**src/rtl/utf8_aware_byte_escaper_unit_macros.svh**
```systemverilog
// Assertion macros shared by the byte escaper modules.
`ifndef UTF8_AWARE_BYTE_ESCAPER_UNIT_MACROS_SVH
`define UTF8_AWARE_BYTE_ESCAPER_UNIT_MACROS_SVH

`ifndef ASSERT_OFF
// Property must hold at every clock edge outside reset.
`define UBE_ASSERT(label, clock, rst_n, prop) \
	label: assert property (@(posedge clock) disable iff (!(rst_n)) (prop)) \
		else $error("assertion failed in byte escaper");
// Condition must never be true at a clock edge outside reset.
`define UBE_NEVER(label, clock, rst_n, cond) \
	label: assert property (@(posedge clock) disable iff (!(rst_n)) !(cond)) \
		else $error("forbidden condition seen in byte escaper");
`else
`define UBE_ASSERT(label, clock, rst_n, prop)
`define UBE_NEVER(label, clock, rst_n, cond)
`endif

`endif

```
**src/rtl/ube_pkg.sv**
```systemverilog
// Types, constants and helper functions of the byte escaper.
package ube_pkg;

	localparam logic [7:0] CHR_BSLASH = 8'h5c;
	localparam logic [7:0] CHR_X      = 8'h78;
	localparam logic [7:0] CONT_MASK  = 8'hc0;
	localparam logic [7:0] CONT_TAG   = 8'h80;
	localparam logic [7:0] LEAD_E0    = 8'he0;
	localparam logic [7:0] LEAD_ED    = 8'hed;
	localparam logic [7:0] LEAD_F0    = 8'hf0;
	localparam logic [7:0] LEAD_F4    = 8'hf4;
	localparam logic [7:0] LIM_A0     = 8'ha0;
	localparam logic [7:0] LIM_90     = 8'h90;
	localparam logic [1:0] CHR_LAST   = 2'd3;

	// Up to four tokens per input byte; an escaped token expands to four characters.
	typedef struct packed {
		logic [3:0][7:0] bytes;
		logic [3:0]      esc;
		logic [2:0]      count;
		logic            last;
	} tok_list_t;

	function automatic logic [2:0] lead_width(input logic [7:0] c);
		logic [2:0] w;
		w = 3'd0;
		if (c inside {[8'hc2:8'hdf]}) w = 3'd2;
		else if (c inside {[8'he0:8'hef]}) w = 3'd3;
		else if (c inside {[8'hf0:8'hf4]}) w = 3'd4;
		return w;
	endfunction

	function automatic logic is_plain(input logic [7:0] c);
		return c inside {[8'h20:8'h7e], 8'h0a, 8'h0d, 8'h09};
	endfunction

	function automatic logic [7:0] hex_char(input logic [3:0] n);
		logic [7:0] c;
		if (n < 4'd10) c = 8'h30 + {4'd0, n};
		else c = 8'h57 + {4'd0, n};
		return c;
	endfunction

endpackage

```
**src/rtl/ube_front.sv**
```systemverilog
// Sequence tracker: decodes one byte per cycle unless stalled into a token list and holds it in a skid stage.
`include "utf8_aware_byte_escaper_unit_macros.svh"

module ube_front import ube_pkg::*; (
	input  logic       clk,
	input  logic       arst_n,
	input  logic       s_axis_tvalid,
	output logic       s_axis_tready,
	input  logic [7:0] s_axis_tdata,
	input  logic       s_axis_tlast,
	output tok_list_t  tok_s1,
	output logic       vld_s1,
	input  logic       take
);

	logic [2:0][7:0] held_q;
	logic [1:0]      cnt_q;
	logic [2:0]      ew_q;

	logic [2:0][7:0] held_d;
	logic [1:0]      cnt_d;
	logic [2:0]      ew_d;
	tok_list_t       tok_d;
	logic            cont;
	logic            do_fresh;
	logic [2:0]      w;
	logic            accept;
	logic [7:0]      b;

	assign b = s_axis_tdata;

	always_comb begin
		cont = ((b & CONT_MASK) == CONT_TAG);
		if (cnt_q == 2'd1) begin
			if (held_q[0] == LEAD_E0 && b < LIM_A0) cont = 1'b0;
			if (held_q[0] == LEAD_ED && b >= LIM_A0) cont = 1'b0;
			if (held_q[0] == LEAD_F0 && b < LIM_90) cont = 1'b0;
			if (held_q[0] == LEAD_F4 && b >= LIM_90) cont = 1'b0;
		end
	end

	assign w = lead_width(b);

	// Token list is built by appending at tok_d.count; at most four appends can happen.
	always_comb begin
		held_d = held_q;
		cnt_d = cnt_q;
		ew_d = ew_q;
		tok_d = '0;
		tok_d.last = s_axis_tlast;
		do_fresh = 1'b0;
		if (cnt_q == 2'd0) begin
			do_fresh = 1'b1;
		end else if (!cont) begin
			for (int k = 0; k < 3; k++) begin
				if (2'(k) < cnt_q && tok_d.count < 3'd4) begin
					tok_d.bytes[tok_d.count[1:0]] = held_q[k];
					tok_d.esc[tok_d.count[1:0]] = 1'b1;
					tok_d.count = tok_d.count + 3'd1;
				end
			end
			cnt_d = 2'd0;
			ew_d = 3'd0;
			do_fresh = 1'b1;
		end else if ({1'b0, cnt_q} + 3'd1 >= ew_q) begin
			for (int k = 0; k < 3; k++) begin
				if (2'(k) < cnt_q && tok_d.count < 3'd4) begin
					tok_d.bytes[tok_d.count[1:0]] = held_q[k];
					tok_d.count = tok_d.count + 3'd1;
				end
			end
			if (tok_d.count < 3'd4) begin
				tok_d.bytes[tok_d.count[1:0]] = b;
				tok_d.count = tok_d.count + 3'd1;
			end
			cnt_d = 2'd0;
			ew_d = 3'd0;
		end else begin
			held_d[cnt_q] = b;
			cnt_d = cnt_q + 2'd1;
		end
		if (do_fresh) begin
			if (b < CONT_TAG || w == 3'd0) begin
				if (tok_d.count < 3'd4) begin
					tok_d.bytes[tok_d.count[1:0]] = b;
					tok_d.esc[tok_d.count[1:0]] = (b < CONT_TAG) ? !is_plain(b) : 1'b1;
					tok_d.count = tok_d.count + 3'd1;
				end
			end else begin
				held_d[0] = b;
				cnt_d = 2'd1;
				ew_d = w;
			end
		end
		// A sequence still open at the end of the text is escaped byte by byte.
		if (s_axis_tlast && cnt_d != 2'd0) begin
			for (int k = 0; k < 3; k++) begin
				if (2'(k) < cnt_d && tok_d.count < 3'd4) begin
					tok_d.bytes[tok_d.count[1:0]] = held_d[k];
					tok_d.esc[tok_d.count[1:0]] = 1'b1;
					tok_d.count = tok_d.count + 3'd1;
				end
			end
			cnt_d = 2'd0;
			ew_d = 3'd0;
		end
	end

	assign s_axis_tready = !vld_s1 || take;
	assign accept = s_axis_tvalid && s_axis_tready;

	always_ff @(posedge clk or negedge arst_n) begin
		if (!arst_n) begin
			cnt_q <= 2'd0;
			ew_q <= 3'd0;
		end else if (accept) begin
			cnt_q <= cnt_d;
			ew_q <= ew_d;
		end
	end

	always_ff @(posedge clk) begin
		if (accept) begin
			held_q <= held_d;
		end
	end

	always_ff @(posedge clk or negedge arst_n) begin
		if (!arst_n) begin
			vld_s1 <= 1'b0;
		end else if (accept) begin
			vld_s1 <= (tok_d.count != 3'd0);
		end else if (take) begin
			vld_s1 <= 1'b0;
		end
	end

	always_ff @(posedge clk) begin
		if (accept) begin
			tok_s1 <= tok_d;
		end
	end

	`UBE_ASSERT(a_cnt_below_width, clk, arst_n, (cnt_q != 2'd0) |-> ({1'b0, cnt_q} < ew_q))
	`UBE_ASSERT(a_last_clears, clk, arst_n, (accept && s_axis_tlast) |=> (cnt_q == 2'd0))
	`UBE_ASSERT(a_s1_holds, clk, arst_n, (vld_s1 && !take) |=> (vld_s1 && $stable(tok_s1)))

endmodule

```
**src/rtl/ube_emit.sv**
```systemverilog
// Output serializer: sends a token list one character per cycle while m_axis_tready is high, expanding escapes.
`include "utf8_aware_byte_escaper_unit_macros.svh"

module ube_emit import ube_pkg::*; (
	input  logic       clk,
	input  logic       arst_n,
	input  tok_list_t  tok_s1,
	input  logic       vld_s1,
	output logic       take,
	output logic       m_axis_tvalid,
	input  logic       m_axis_tready,
	output logic [7:0] m_axis_tdata,
	output logic       m_axis_tlast,
	output logic       m_axis_tuser
);

	tok_list_t  ser_q;
	logic       ser_vld_q;
	logic [1:0] tok_idx_q;
	logic [1:0] chr_idx_q;

	logic [7:0] cur_byte;
	logic       cur_esc;
	logic       tok_end;
	logic       item_end;
	logic       fire;

	assign cur_byte = ser_q.bytes[tok_idx_q];
	assign cur_esc = ser_q.esc[tok_idx_q];
	assign tok_end = cur_esc ? (chr_idx_q == CHR_LAST) : 1'b1;
	assign item_end = tok_end && ({1'b0, tok_idx_q} + 3'd1 == ser_q.count);

	always_comb begin
		if (!cur_esc) begin
			m_axis_tdata = cur_byte;
		end else begin
			case (chr_idx_q)
				2'd0: m_axis_tdata = CHR_BSLASH;
				2'd1: m_axis_tdata = CHR_X;
				2'd2: m_axis_tdata = hex_char(cur_byte[7:4]);
				default: m_axis_tdata = hex_char(cur_byte[3:0]);
			endcase
		end
	end

	assign m_axis_tvalid = ser_vld_q;
	assign m_axis_tlast = item_end;
	assign m_axis_tuser = item_end && ser_q.last;
	assign fire = m_axis_tvalid && m_axis_tready;
	assign take = vld_s1 && (!ser_vld_q || (fire && item_end));

	always_ff @(posedge clk or negedge arst_n) begin
		if (!arst_n) begin
			ser_vld_q <= 1'b0;
			tok_idx_q <= 2'd0;
			chr_idx_q <= 2'd0;
		end else if (take) begin
			ser_vld_q <= 1'b1;
			tok_idx_q <= 2'd0;
			chr_idx_q <= 2'd0;
		end else if (fire) begin
			if (item_end) begin
				ser_vld_q <= 1'b0;
			end else if (tok_end) begin
				tok_idx_q <= tok_idx_q + 2'd1;
				chr_idx_q <= 2'd0;
			end else begin
				chr_idx_q <= chr_idx_q + 2'd1;
			end
		end
	end

	always_ff @(posedge clk) begin
		if (take) begin
			ser_q <= tok_s1;
		end
	end

	`UBE_ASSERT(a_raw_single_chr, clk, arst_n, (ser_vld_q && !cur_esc) |-> (chr_idx_q == 2'd0))
	`UBE_ASSERT(a_idx_in_list, clk, arst_n, ser_vld_q |-> ({1'b0, tok_idx_q} < ser_q.count))
	`UBE_ASSERT(a_end_drains, clk, arst_n, (fire && item_end && !take) |=> !ser_vld_q)

endmodule

```
**src/rtl/utf8_aware_byte_escaper_unit.sv**
```systemverilog
// Top level of the UTF-8 aware byte escaper.
// Takes one raw byte per item and renders it as text: valid UTF-8 sequences and printable
// ASCII (plus newline, carriage return and tab) pass through, every other byte becomes
// the four characters \xHH with lowercase hex digits. An input byte can produce zero to
// sixteen output characters; the output sends one character per cycle while m_axis_tready
// is high. The decoder accepts one byte per cycle as long as the output keeps up; it is
// stalled only when both the one-item skid stage after the decoder and the output
// serializer are occupied. An accepted byte passes through the skid stage and then the
// serializer register before it reaches the output. m_axis_tlast marks the last
// character produced by an input byte, m_axis_tuser the last character of the whole text.
module utf8_aware_byte_escaper_unit import ube_pkg::*; (
	input  logic       clk,
	input  logic       arst_n,
	input  logic       s_axis_tvalid,
	output logic       s_axis_tready,
	input  logic [7:0] s_axis_tdata,  // [7:0] in_byte
	input  logic       s_axis_tlast,  // in_last
	output logic       m_axis_tvalid,
	input  logic       m_axis_tready,
	output logic [7:0] m_axis_tdata,  // [7:0] out_char
	output logic       m_axis_tlast,  // run_last
	output logic       m_axis_tuser   // [0] text_end
);

	tok_list_t tok_s1;
	logic      vld_s1;
	logic      take;

	ube_front u_front (
		.clk           (clk),
		.arst_n        (arst_n),
		.s_axis_tvalid (s_axis_tvalid),
		.s_axis_tready (s_axis_tready),
		.s_axis_tdata  (s_axis_tdata),
		.s_axis_tlast  (s_axis_tlast),
		.tok_s1        (tok_s1),
		.vld_s1        (vld_s1),
		.take          (take)
	);

	ube_emit u_emit (
		.clk           (clk),
		.arst_n        (arst_n),
		.tok_s1        (tok_s1),
		.vld_s1        (vld_s1),
		.take          (take),
		.m_axis_tvalid (m_axis_tvalid),
		.m_axis_tready (m_axis_tready),
		.m_axis_tdata  (m_axis_tdata),
		.m_axis_tlast  (m_axis_tlast),
		.m_axis_tuser  (m_axis_tuser)
	);

endmodule

```
**config.mk**
```make
export PLATFORM = sky130hd
export DESIGN_NAME = utf8_aware_byte_escaper_unit
export DESIGN_NICKNAME = d
export VERILOG_FILES = /design/src/rtl/ube_pkg.sv /design/src/rtl/ube_front.sv /design/src/rtl/ube_emit.sv /design/src/rtl/utf8_aware_byte_escaper_unit.sv
export VERILOG_INCLUDE_DIRS = /design/src /design/src/rtl
export SDC_FILE = /design/constraint.sdc
export NUM_CORES = 1
export LEC_CHECK = 0
export BUFFER_PORTS_ARGS = -buffer_cell sky130_fd_sc_hd__buf_2
export CORE_MARGIN = 2
export CORE_UTILIZATION = 50
export DETAILED_ROUTE_END_ITERATION = 10
export PLACE_DENSITY_LB_ADDON = 0.25
export SETUP_SLACK_MARGIN = 0.4
export SYNTH_ARGS = -nofsm -noshare
export SYNTH_HDL_FRONTEND = slang
export SYNTH_SLANG_ARGS = --single-unit
```
**constraint.sdc**
```tcl
create_clock -name clk -period 11.4 [get_ports clk]
set_input_delay 1.71 -clock clk [delete_from_list [all_inputs] [get_ports clk]]
set_output_delay 1.71 -clock clk [all_outputs]
set_load 0.01 [all_outputs]
```
Word level (Yosys, flattened, before mapping)
Index checks and enable logic that the tools add are counted.
{"block": "totals", "regBits": 115, "latch_bits": 0, "ramBits": 0, "mem_bits_ro": 0, "elab_cells": 306, "memories": 0}
{"block": "classes", "addsub": 18, "n_mul": 0, "div_mod_pow": 0, "n_lt_le_gt_ge": 52, "n_eq_ne": 14, "shift": 0, "mux": 143, "bitwise_logic": 5, "n_reduce_logical": 51}
{"op": "$mux 39", "count": 14}
{"op": "$mux 32", "count": 11}
{"op": "$bwmux 32", "count": 9}
{"op": "$mux 8", "count": 22}
{"op": "$demux 8 s2", "count": 10}
{"op": "$mux 24", "count": 3}
{"op": "$mux 3", "count": 23}
{"op": "$ge 8x8->1 const B", "count": 5}
{"op": "$lt 2x3->1 const B", "count": 11}
{"op": "$eq 8x8->1 const B", "count": 4}
{"op": "$logic_and 1x1->1", "count": 32}
{"op": "$mux 2", "count": 14}
{"op": "$add 3x1->3 const B", "count": 9}
{"op": "$lt 3x3->1 const B", "count": 9}
{"op": "$bwmux 24", "count": 1}
{"op": "$eq 8x4->1 const B", "count": 3}
{"op": "$le 8x8->1 const B", "count": 3}
{"op": "$lt 8x8->1 const B", "count": 3}
{"op": "$pmux 8 s3", "count": 1}
{"op": "$mux 1", "count": 22}
{"op": "$ge 2x1->1 const B", "count": 10}
{"op": "$add 7x4->8 const A", "count": 2}
{"op": "$bmux 8 s2", "count": 1}
{"op": "$mux 4", "count": 4}
{"op": "27 further kinds", "count": 57}

Logic depth before layout (Yosys ltp)
Gate-level depths: netlist (run 1).
{"block": "logic_depth", "word_depth": 61, "ltp_mapped": 23, "depth_no_buf": 20}

Hierarchy
From an unflattened synthesis (run 1), not the netlist that was laid out.
{"block": "unflattened", "cells_unflattened": 724, "hier_area_um2": 7500.9}
{"module": "ube_front", "instances": 1, "cells_each": 570, "area_each_um2": 5335.1}
{"module": "ube_emit", "instances": 1, "cells_each": 154, "area_each_um2": 2165.8}

Worst setup path after synthesis (run 1)
Ideal clock, no wire load.
{"block": "synth_timing", "path_kind": "input-to-reg", "from": "input s_axis_tdata[7]", "to": "register u_front.vld_s1", "arrival_ns": 5.590, "t_required_ns": 11.276, "slack_ns": 5.686, "cell_stages": 20, "n_path_buf": 2, "path_cell_list": "nand4_1 or4_4 and3b_4 nand2_1 nand2_1 o22ai_1 nand2_1 o21ai_0 ha_1 o311a_2 inv_1 ha_1 clkbuf_1 a2111oi_4 nand2_4 nor2_2 and3_4 buf_6 or3_4 o31a_1"}
{"element": "start, declared", "line": "utf8_aware_byte_escaper_unit.sv:16", "source": "input logic [7:0] s_axis_tdata,"}
{"element": "end signal, assigned", "line": "ube_front.sv:132", "source": "vld_s1 <= (tok_d.count != 3'd0);"}
{"element": "end, declared", "line": "ube_front.sv:12", "source": "output logic vld_s1,"}

==> results.md, run 1 <==
* N_diodes at 0
* Area leader, netlist: edfxtp_1
* GPL Wtd Cong at between 1 and 1.5
* Leakage at roughly 0.0031 uW
* Seq/Total Area, Yosys at between 40% and 50%
* Clock buffer count from CTS at 17
* Die Span Y at about 130 um
* Tmin final at ~6.4 ns
* Syn_area_per_cell at roughly 10 sq um
* FMAX at roughly 0.16 GHz
* Drt wl/cell at between 20 and 25 um
* DRC viols at 0
* CTS H-tree depth at 4
* Die area at about 16000 sq um
* CTS tree: built
* Share of layout cells above drive strength 1 at 16.6%
* DRT Wirelength at around 22000 um
* Top cells by area, synth: edfxtp_1 (42%), ha_1 (4.4%), nand2_1 (3.9%), dfrtp_1 (3.7%), a21oi_1 (3.1%)
* Synth-to-Final Area Change at 11.3%
* Synthesized flop and latch total at 115
* Largest net degree at the start of global routing at 43
* ANT nets after route at 0
* Via count at ~6300
* Setup violators final at 0
* Fin cells at between 900 and 1000
* Tcrit/Tclk final at between 50% and 60%
* Top FF cell, synth: edfxtp_1
* Gate Count Post-Synth at just over 700
* MaxCap Viol Count at 0
* Final instance area at roughly 8000 sq um
* Initial Utilization at between 50 and 60%
* Post-DP HPWL at roughly 16000 um
* Power density cells at roughly 250 nW/um^2
* Root Buffer: clkbuf_16
* Core area at about 14000 sq um
* Top cells by count, synth: edfxtp_1 (104), nand2_1 (77), a21oi_1 (46)
* Input/output buffers at 24
* Worst setup path category: in -> reg
* CP Capture Type: flip-flop
* Post-synthesis cell area at 7410 sq um
* Starting DRT DRC Count at 735
* Die W at roughly 130 um
* Outcome: finished, final reports clean
* Reg clk slew, reported paths at 0.06 ns
* Placed cell count at 889
* Clk sinks at between 100 and 150
* GRT Resource Usage Total at between 20 and 30%
* Post-CTS setup buffers at 0
* Top-count cell post-synth: edfxtp_1
* Critical path required time at roughly 12 ns
* # hold bufs at CTS at 0
* Vias in the first global route at slightly below 6000
* Post-synth top area share at a little over two fifths
* RSZ-0062 raised after global routing: false
* Placed inst area at between 7000 and 8000 sq um
* Worst setup SP type: input pin
* Final hold violations at 0
* Worst VDD drop at around 0.00011 V
* Skew final at between 0.01 and 0.015 ns
* Rel. slew slack at 27.5%
* Worst slew pin tran at approximately 1.1 ns
* Setup_tns at 0 ns
* Ports at 25
* Congestion Overflow GR at 0
* Worst hold-check path type: reg -> reg
* Post-cts resize count at 0
* Async set-reset flop share out of synthesis at under 10%
* Slew Limit Fails at 0
* WP data arrival at roughly 6.5 ns
* First-pass GRT wire length at about 34000 um
* Fill cell count at around 1200
* Crit Path Max Fanout at 15
* Synth warn at 0
* Max clock buf depth at 2
* Via density at a little under 7
* Rows at between 40 and 50
* Final #Nets at roughly 760
* Syn Nets at around 750
* Cell variety after synth at 90
* Drt first pass iters at 6
* Number of synthesized flops with an enable pin at ~100
* Skew-Pair Late Insertion Delay at 0.43 ns
* Initial antenna violation count at 1
[registers in the layout, summed over array words and instances, names as in the netlist]
name	count
u_emit.ser_q	40
u_front.tok_s1	40
u_front.held_q	24
u_front.ew_q	3
u_emit.chr_idx_q	2
u_emit.tok_idx_q	2
u_front.cnt_q	2
u_emit.m_axis_tvalid	1
u_front.vld_s1	1
[where the power goes]
group | switching, uW | internal (uW)
registers | 63.0 | 562
logic | 573 | 303
clock network | 210 | 328
[final cells by class]
cell class | instances | area (sq um) | share of cell area (%)
well taps | 184 | 230 | 2.79
repair buffers | 31 | 173 | 2.09
clock buffers | 17 | 425 | 5.16
clock inverters | 15 | 174 | 2.11
inverters | 32 | 120 | 1.46
multi-input cells | 527 | 3720 | 45.2
flip-flops and latches | 115 | 3400 | 41.2
[critical path, cell delays in order]
cell       delay (ns)
buf_2            0.26
nand4_1          0.20
or4_4            0.57
and3b_4          0.24
nand2_1          0.16
nand2_1          0.14
o22ai_1          0.17
nand2_1          0.06
o21ai_0          0.16
ha_1             0.30
o311a_2          0.46
inv_1            0.10
ha_1             0.41
a2111oi_4        0.20
and2b_2          0.28
nand2_1          0.40
nand2_1          0.13
o21ai_2          0.36
a22oi_1          0.19
[through the flow]
step | util, % | hold slack, ns | setup WS, ns | total power, uW
after floorplan | - | 0.400 | 5.69 | 1230
after global placement | 52.8 | 0.401 | 4.78 | 1470
after detailed placement | 52.8 | 0.405 | 4.69 | 1480
after CTS | 56.9 | 0.415 | 5.12 | 2020
after global routing | 56.9 | 0.423 | 4.73 | 2140
final | 56.9 | 0.415 | 5.02 | 2040
[worst paths after layout]
kind / start / to / slack (ns) / cells past startpoint
setup / recovery: s_axis_tdata[7] / u_front.tok_s1[25] / 5.02 / 19
hold / removal: u_front.tok_s1[30] / u_emit.ser_q[30] / 0.41 / 0
setup reg to reg: u_front.cnt_q[1] / u_front.tok_s1[25] / 5.09 / 21
hold reg to reg: u_front.tok_s1[30] / u_emit.ser_q[30] / 0.41 / 0
max in group asynchronous: arst_n / u_front.cnt_q[0] / 10.01 / 1
min in group asynchronous: arst_n / u_front.ew_q[0] / 1.16 / 1
[cells by family after synthesis]
family                   after synthesis  synth area share, %
AO/OA/AOI/OAI                        235                 23.1
AND/OR/NAND/NOR                      227                 16.0
flip-flops                           115                 45.9
buffers and inverters                 73                 4.09
multiplexers                          34                 5.91
adder cells (fa/ha/maj)               26                 4.39
XOR/XNOR                               5                0.591
[cell usage in the layout (no fill, tap or decap), types with 4 or more instances in the layout]
| master | instances |
|---|---|
| a21o_1 | 5 |
| a21oi_1 | 46 |
| a221o_1 | 8 |
| a221oi_1 | 9 |
| a22o_1 | 10 |
| a22oi_1 | 20 |
| a31oi_1 | 13 |
| and2_1 | 5 |
| and3_1 | 11 |
| buf_2 | 24 |
| buf_4 | 7 |
| clkbuf_16 | 17 |
| clkinv_4 | 5 |
| dfrtp_1 | 11 |
| edfxtp_1 | 104 |
| ha_1 | 26 |
| inv_1 | 29 |
| inv_6 | 4 |
| mux2_2 | 8 |
| mux2i_1 | 19 |
| mux4_2 | 7 |
| nand2_1 | 77 |
| nand2b_1 | 9 |
| nand3_1 | 23 |
| nand4_1 | 11 |
| nor2_1 | 44 |
| nor3_1 | 7 |
| o21ai_0 | 43 |
| o221ai_1 | 6 |
| o22ai_1 | 16 |
| o31ai_1 | 6 |
| o32ai_1 | 8 |
| xor2_1 | 4 |
[metal layers]
layer	part of all wire (%)	wire length, um	GRT usage (%)
met5	0	0	0
met4	2.5	548	8.92
met2	46	10200	44.7
met3	10	2220	6.37
met1	42	9260	38.9
Note: power is estimated with default switching activity, not from simulation.
==> run 2: changes to the inputs <==
==> constraint.sdc (replaced) <==
create_clock -name clk -period 5.73 [get_ports clk]
set_input_delay 0.8595 -clock clk [delete_from_list [all_inputs] [get_ports clk]]
set_output_delay 0.8595 -clock clk [all_outputs]
set_load 0.01 [all_outputs]
==> results.md, run 2 (synthesis gave the netlist of run 1 again) <==
* Placed inst area at 7860 sq um (+2.8%)
* Vias in the first global route at 6187 (+6.6%)
* Fin cells at 948 (+2.9%)
* Drt wl/cell at 24.2 um (+0.41%)
* Worst setup path category: reg -> reg
* Slew Limit Fails at 0 (unchanged)
* Worst slew pin tran at 0.964 ns (-0.121 ns)
* Core area at 14500 sq um (unchanged)
* Reg clk slew, reported paths at 0.06 ns (about the same)
* NetSw at 1710 uW (+100%)
* Starting DRT DRC Count at 677 (-7.9%)
* Post-DP HPWL at 17500 um (+6.2%)
* Worst setup SP type: flip-flop
* Placed cell count at 916 (+3.0%)
* Max clock buf depth at 2 (unchanged)
* Cell-internal power at 2480 uW (+110%)
* Congestion Overflow GR at 0 (unchanged)
* GPL Wtd Cong at 0.963 (-5.7%)
* Largest net degree at the start of global routing at 43 (unchanged)
* Ports at 25 (unchanged)
* Biggest registers after layout: u_emit.ser_q x40, u_front.tok_s1 x40, u_front.held_q x24
* Clock share of power at 26.3% (about the same)
* Power density cells at 495 nW/um^2 (+100%)
* Switching part of the total at 40.8% (-0.64 points)
* N_diodes at 0 (unchanged)
* DRT Wirelength at 23000 um (+3.4%)
* Skew final at 0.0145 ns (+0.00201 ns)
* RSZ-0062 raised after global routing: false
* MaxCap Viol Count at 0 (unchanged)
* WP data arrival at 5.18 ns (-1.33 ns)
* Via count at 6406 (+2.3%)
* Crit Path Max Fanout at 8 (-7)
* Commonest non-fill, non-tap cell in the layout: edfxtp_1
* Input/output buffers at 24 (unchanged)
* Skew-Pair Late Insertion Delay at 0.42 ns (about the same)
* # hold bufs at CTS at 0 (unchanged)
* Setup violators final at 0 (unchanged)
* Most frequent cells in the layout: edfxtp_1 (104), nand2_1 (76), a21oi_1 (46)
* GRT Resource Usage Total at 29.3% (+1.1 points)
* CTS tree: built
* Rows at 44 (unchanged)
* Share of layout cells above drive strength 1 at 19.8% (+3.2 points)
* CP Capture Type: flip-flop
* Worst VDD drop at 0.000193 V (+76%)
* Worst hold-check path type: in -> async
* Die area at 15800 sq um (unchanged)
* Fill cell count at 1189 (-2.2%)
* ANT nets after route at 0 (unchanged)
* Rel. slew slack at 35.3% (+7.8 points)
* Final instance area at 8490 sq um (+2.9%)
* FMAX at 0.199 GHz
* Post-cts resize count at 0 (unchanged)
* Critical path required time at 5.89 ns (-5.65 ns)
* Synth-to-Final Area Change at 14.5%
* Dpl ws at 0.399 ns (-4.29 ns)
* Flop pwr share at 29.3% (-1.4 points)
* Clk sinks at 115 (unchanged)
* Leakage at 0.00319 uW (+4.7%)
* Initial Utilization at 51.2% (unchanged)
* Die W at 126 um (unchanged)
* Tmin final at about 5.0 ns
* Die Span Y at 126 um (unchanged)
* Setup_tns at 0 ns (unchanged)
* Final hold violations at 0 (unchanged)
* First-pass GRT wire length at 35500 um (+3.5%)
* Clock buffer count from CTS at 17 (unchanged)
* Root Buffer: clkbuf_16
* Initial antenna violation count at 0 (-1)
* Drt first pass iters at 5 (-1)
* Setup ws final at 0.712 ns (-4.31 ns)
* Final #Nets at 790 (+3.5%)
* Via density at 6.76 (-0.57%)
* Tcrit/Tclk final at about 90%
* DRC viols at 0 (unchanged)
* Comb pwr share at 44.5% (+1.5 points)
* Outcome: finished, final reports clean
* Post-CTS setup buffers at 0 (unchanged)
* CTS H-tree depth at 4 (unchanged)
## run 2: cell count changes in the layout (fill, tap and decap cells not counted), sizes merged
| cell | delta |
|---|---|
| clkinvlp | +1 |
| bufinv | +1 |
| clkinv | -2 |
| buf | +27 |
## run 2: path summary, 6_finish.rpt
kind                               startpoint                    to  slack (ns)  cells past startpoint
max                         u_front.held_q[3]    u_front.tok_s1[21]        0.71                     17
min                                    arst_n  u_emit.m_axis_tvalid        0.32                      1
max reg2reg                 u_front.held_q[3]    u_front.tok_s1[21]        0.71                     17
min reg2reg                u_front.tok_s1[10]      u_emit.ser_q[10]        0.41                      0
max in group asynchronous              arst_n        u_front.vld_s1        5.19                      1
min in group clk           u_front.tok_s1[10]      u_emit.ser_q[10]        0.41                      0
## run 2: power groups by stage
| stage | registers (uW) | logic, uW | clock network, uW |
|---|---|---|---|
| after floorplan | 1190 | 1260 | 0 |
| after global placement | 1240 | 1800 | 0 |
| after detailed placement | 1250 | 1810 | 0 |
| after CTS | 1230 | 1820 | 1120 |
| after global routing | 1250 | 2000 | 1150 |
| final | 1230 | 1870 | 1100 |
## run 2: cell type report
| cell class | count | area [sq um] | area share, % |
|---|---|---|---|
| clock buffers | 17 | 425 | 5.01 |
| well taps | 184 | 230 | 2.71 |
| clock inverters | 15 | 195 | 2.30 |
| multi-input cells | 527 | 3730 | 43.9 |
| flip-flops and latches | 115 | 3400 | 40.0 |
| inverters | 32 | 120 | 1.42 |
| repair buffers | 58 | 388 | 4.57 |
## run 2: stage by stage
step / utilization [%] / power, uW / hold WS (ns)
floorplan: - / 2450 / 0.400
global placement: 54.3 / 3030 / 0.401
detailed placement: 54.3 / 3060 / 0.405
CTS: 58.6 / 4170 / 0.311
global route: 58.6 / 4400 / 0.325
finish: 58.6 / 4200 / 0.320
## run 2: critical path: stages, from the launching register on
cell       delay [ns]
edfxtp_1         0.45
or3_4            0.45
or4_4            0.56
and3b_4          0.24
a21oi_4          0.23
a21oi_1          0.09
o21ai_0          0.38
ha_1             0.21
o311a_2          0.25
inv_1            0.09
ha_1             0.23
a2111oi_4        0.47
nand4_1          0.21
nor2b_1          0.18
buf_4            0.16
a221oi_1         0.27
o32ai_1          0.13
buf_4            0.15
## run 2: metal layers
layer / global-route usage [%] / vias to the layer above / wire length, um
li1: - / 2849 / -
met1: 39.0 / 3095 / 9460
met2: 47.1 / 401 / 10700
met3: 7.05 / 61 / 2140
met4: 10.7 / 0 / 697
met5: 0 / - / 0
==> run 3: changes to the inputs <==
--- a/config.mk
+++ b/config.mk
@@ -14,4 +14,5 @@
 export SETUP_SLACK_MARGIN = 0.4
 export SYNTH_ARGS = -nofsm -noshare
 export SYNTH_HDL_FRONTEND = slang
+export SYNTH_HIERARCHICAL = 1
 export SYNTH_SLANG_ARGS = --single-unit
==> results.md, run 3 <==
* Post-synthesis cell area at 7500 sq um (+1.2%)
* Synth warn at 6 (+6)
* Largest net degree at the start of global routing at 45 (+4.7%)
* Leakage at 0.00309 uW (-3.4%)
* Biggest registers after layout: u_emit/ser_q x40, u_front/tok_s1 x40, u_front/held_q x24
* Gate Count Post-Synth at 724 (+1.3%)
* Top-count cell post-synth: edfxtp_1
* Most frequent cells in the layout: edfxtp_1 (104), nand2_1 (69), a21oi_1 (44)
* Top cells by area, synth: edfxtp_1 (42%), ha_1 (4.3%), dfrtp_1 (3.7%), nand2_1 (3.5%), a21oi_1 (2.9%)
* CP Capture Type: flip-flop
* Die area at 16000 sq um (+1.2%)
* Syn Nets at 763 (+1.2%)
* Congestion Overflow GR at 0 (unchanged)
* Crit Path Max Fanout at 6 (-2)
* Skew-Pair Late Insertion Delay at 0.42 ns (about the same)
* Outcome: finished, final reports clean
* Vias in the first global route at 6393 (+3.3%)
* Drt wl/cell at 24.4 um (+0.92%)
* Initial antenna violation count at 2 (+2)
* Syn_area_per_cell at 10.4 sq um (about the same)
* Max clock buf depth at 2 (unchanged)
* Worst setup SP type: flip-flop
* GRT Resource Usage Total at 30.1% (+0.77 points)
* Initial Utilization at 51.4% (+0.24 points)
* Worst setup path category: reg -> reg
* Number of synthesized flops with an enable pin at 104 (unchanged)
* Post-synth top area share at 41.6% (-0.51 points)
* Root Buffer: clkbuf_16
* DRT Wirelength at 23600 um (+2.6%)
* Placed cell count at 930 (+1.5%)
* Synthesized flop and latch total at 115 (unchanged)
* DRC viols at 0 (unchanged)
* Die W at 126 um (+0.59%)
* Dpl ws at 0.0707 ns (-0.328 ns)
* Setup violators final at 0 (unchanged)
* Cell variety after synth at 92 (+2.2%)
* Wl on met1 at 9630 um (+1.7%)
* MaxCap Viol Count at 0 (unchanged)
* Placed inst area at 7970 sq um (+1.3%)
* Ports at 25 (unchanged)
* Slowest stage delay, CP at 0.44 ns (-0.12 ns)
* Rel. slew slack at 21.2% (-14 points)
* CP Cell Sequence: inv_2 > ha_2 > and4b_1 > nand3b_1 > or2_4 > nand2_1 > nand2_1 > a21oi_1 > a31oi_1 > or2_2 > ha_1 > nor4_4 > or2_2 > inv_1 > ha_1 > inv_1 > nand4_1 > o31ai_1 > a2111o_1 > and2_1 > a211oi_1
* Async set-reset flop share out of synthesis at 9.57% (unchanged)
* Final hold violations at 0 (unchanged)
* N_diodes at 0 (unchanged)
* Die Span Y at 126 um (+0.59%)
* Tmin final at 5.14 ns (+0.124 ns)
* First-pass GRT wire length at 36900 um (+3.8%)
* Worst hold-check path type: in -> async
* Critical path required time at 5.91 ns (+0.02 ns)
* Worst VDD drop at 0.000219 V (+14%)
* Fin cells at 964 (+1.7%)
* Drt first pass iters at 8 (+3)
* Skew final at 0.0105 ns (-0.00402 ns)
* Top FF cell, synth: edfxtp_1
* Crit-path slowest cell: a2111o_1
* Slew Limit Fails at 0 (unchanged)
* Top cells by count, synth: edfxtp_1 (104), nand2_1 (69), a21oi_1 (44)
* Final #Nets at 806 (+2.0%)
* Worst slew pin tran at 1.17 ns (+0.202 ns)
* # hold bufs at CTS at 0 (unchanged)
* Clk sinks at 115 (unchanged)
* Setup_tns at 0 ns (unchanged)
* Reg-to-reg critical path startpoint: u_front/cnt_q[1]
* Setup ws final at 0.588 ns (-0.124 ns)
* Reg clk slew, reported paths at 0.06 ns (about the same)
* CTS tree: built
* Clock buffer count from CTS at 17 (unchanged)
* Commonest non-fill, non-tap cell in the layout: edfxtp_1
* Top sig layer: met5
* Via count at 6646 (+3.7%)
* Rows at 44 (unchanged)
* Share of layout cells above drive strength 1 at 20.5% (+0.75 points)
* RSZ-0062 raised after global routing: false
* FMAX at 0.194 GHz (-2.4%)
* WP data arrival at 5.32 ns (+0.14 ns)
* CTS H-tree depth at 4 (unchanged)
* Tcrit/Tclk final at 89.7% (+2.2 points)
* Seq/Total Area, Yosys at 45.3% (-0.56 points)
* Starting DRT DRC Count at 887 (+31%)
* Fin util at 59.2% (+0.58 points)
* Via density at 6.89 (+2.0%)
* Area leader, netlist: edfxtp_1
* Post-DP HPWL at 17700 um (+1.0%)
* Synth-to-Final Area Change at 15.1%
* Setup crit start: u_front/cnt_q[1]
* Core area at 14600 sq um (+0.76%)
* Input/output buffers at 24 (unchanged)
* Met2 routed WL at 10900 um (+2.5%)
* Met3 wire length at 2250 um (+5.1%)
* Final instance area at 8640 sq um (+1.8%)
* Power density cells at 440 nW/um^2 (-11%)
* ANT nets after route at 0 (unchanged)
* GPL Wtd Cong at 0.992 (+3.1%)
run 3: cells by family (layout without fill, tap and decap cells):
family / after synthesis / in the layout / share of synthesized area, %
simple gates: 241 / 241 / 16.7
compound gates: 228 / 229 / 22.2
flops: 115 / 115 / 45.3
buf+inv: 80 / 135 / 4.87
mux: 28 / 28 / 5.87
fa+ha+maj: 26 / 26 / 4.34
xor+xnor: 6 / 6 / 0.701
run 3: through the flow:
stage          hold WS (ns)  power (uW)
2_1_floorplan         0.400        2210
6_report              0.316        3800
3_3_place_gp          0.401        2670
4_1_cts               0.307        3750
3_5_place_dp          0.405        2700
5_1_grt               0.325        3990
run 3: worst paths after layout:
path	endpoint	slack, ns	cells past startpoint
worst max-delay path	u_front/tok_s1[14]	0.59	21
worst min-delay path	u_front/ew_q[2]	0.32	1
worst max register to register	u_front/tok_s1[14]	0.59	21
worst min register to register	u_emit/ser_q[30]	0.42	0
max in group asynchronous	u_front/cnt_q[0]	5.17	1
min in group clk	u_emit/ser_q[30]	0.42	0
run 3: cell type report:
cell class | instances | area (sq um)
timing repair buffer | 68 | 463
tap | 184 | 230
sequential | 115 | 3400
fill | 1186 | 5950
clock inverter | 15 | 166
clock buffer | 17 | 425
inverter | 35 | 136
multi-input combinational | 530 | 3810
run 3: routing by layer:
metal,GRT usage [%],up-vias
met1,40.6,3211
met4,12.0,2
met5,0,-
met2,46.8,427
met3,7.63,66
li1,-,2940
run 3: critical path: cells and delay by family (launching register included):
family	cells	cell delay, ns
adders and majority gates	3	0.92
buffers and inverters	3	0.26
AOI/OAI and AO/OA	5	1.17
and+or+nand+nor	10	2.10
DFF	1	0.43
run 3: timing repair:
item / CTS / global route
pin swaps: 0 / 1
buffers inserted: 0 / 1
cloned: 0 / 1
hold endpoints to repair: 0 / 0
setup endpoints to repair: 1 / 37
gates resized for setup: 1 / 14
run 3: where the power goes:
part	leakage (uW)	internal (uW)	switching, uW
sequential	0.00109	1130	94.4
combinational	0.00171	543	981
clock	0.000288	617	431
total	0.00309	2290	1510
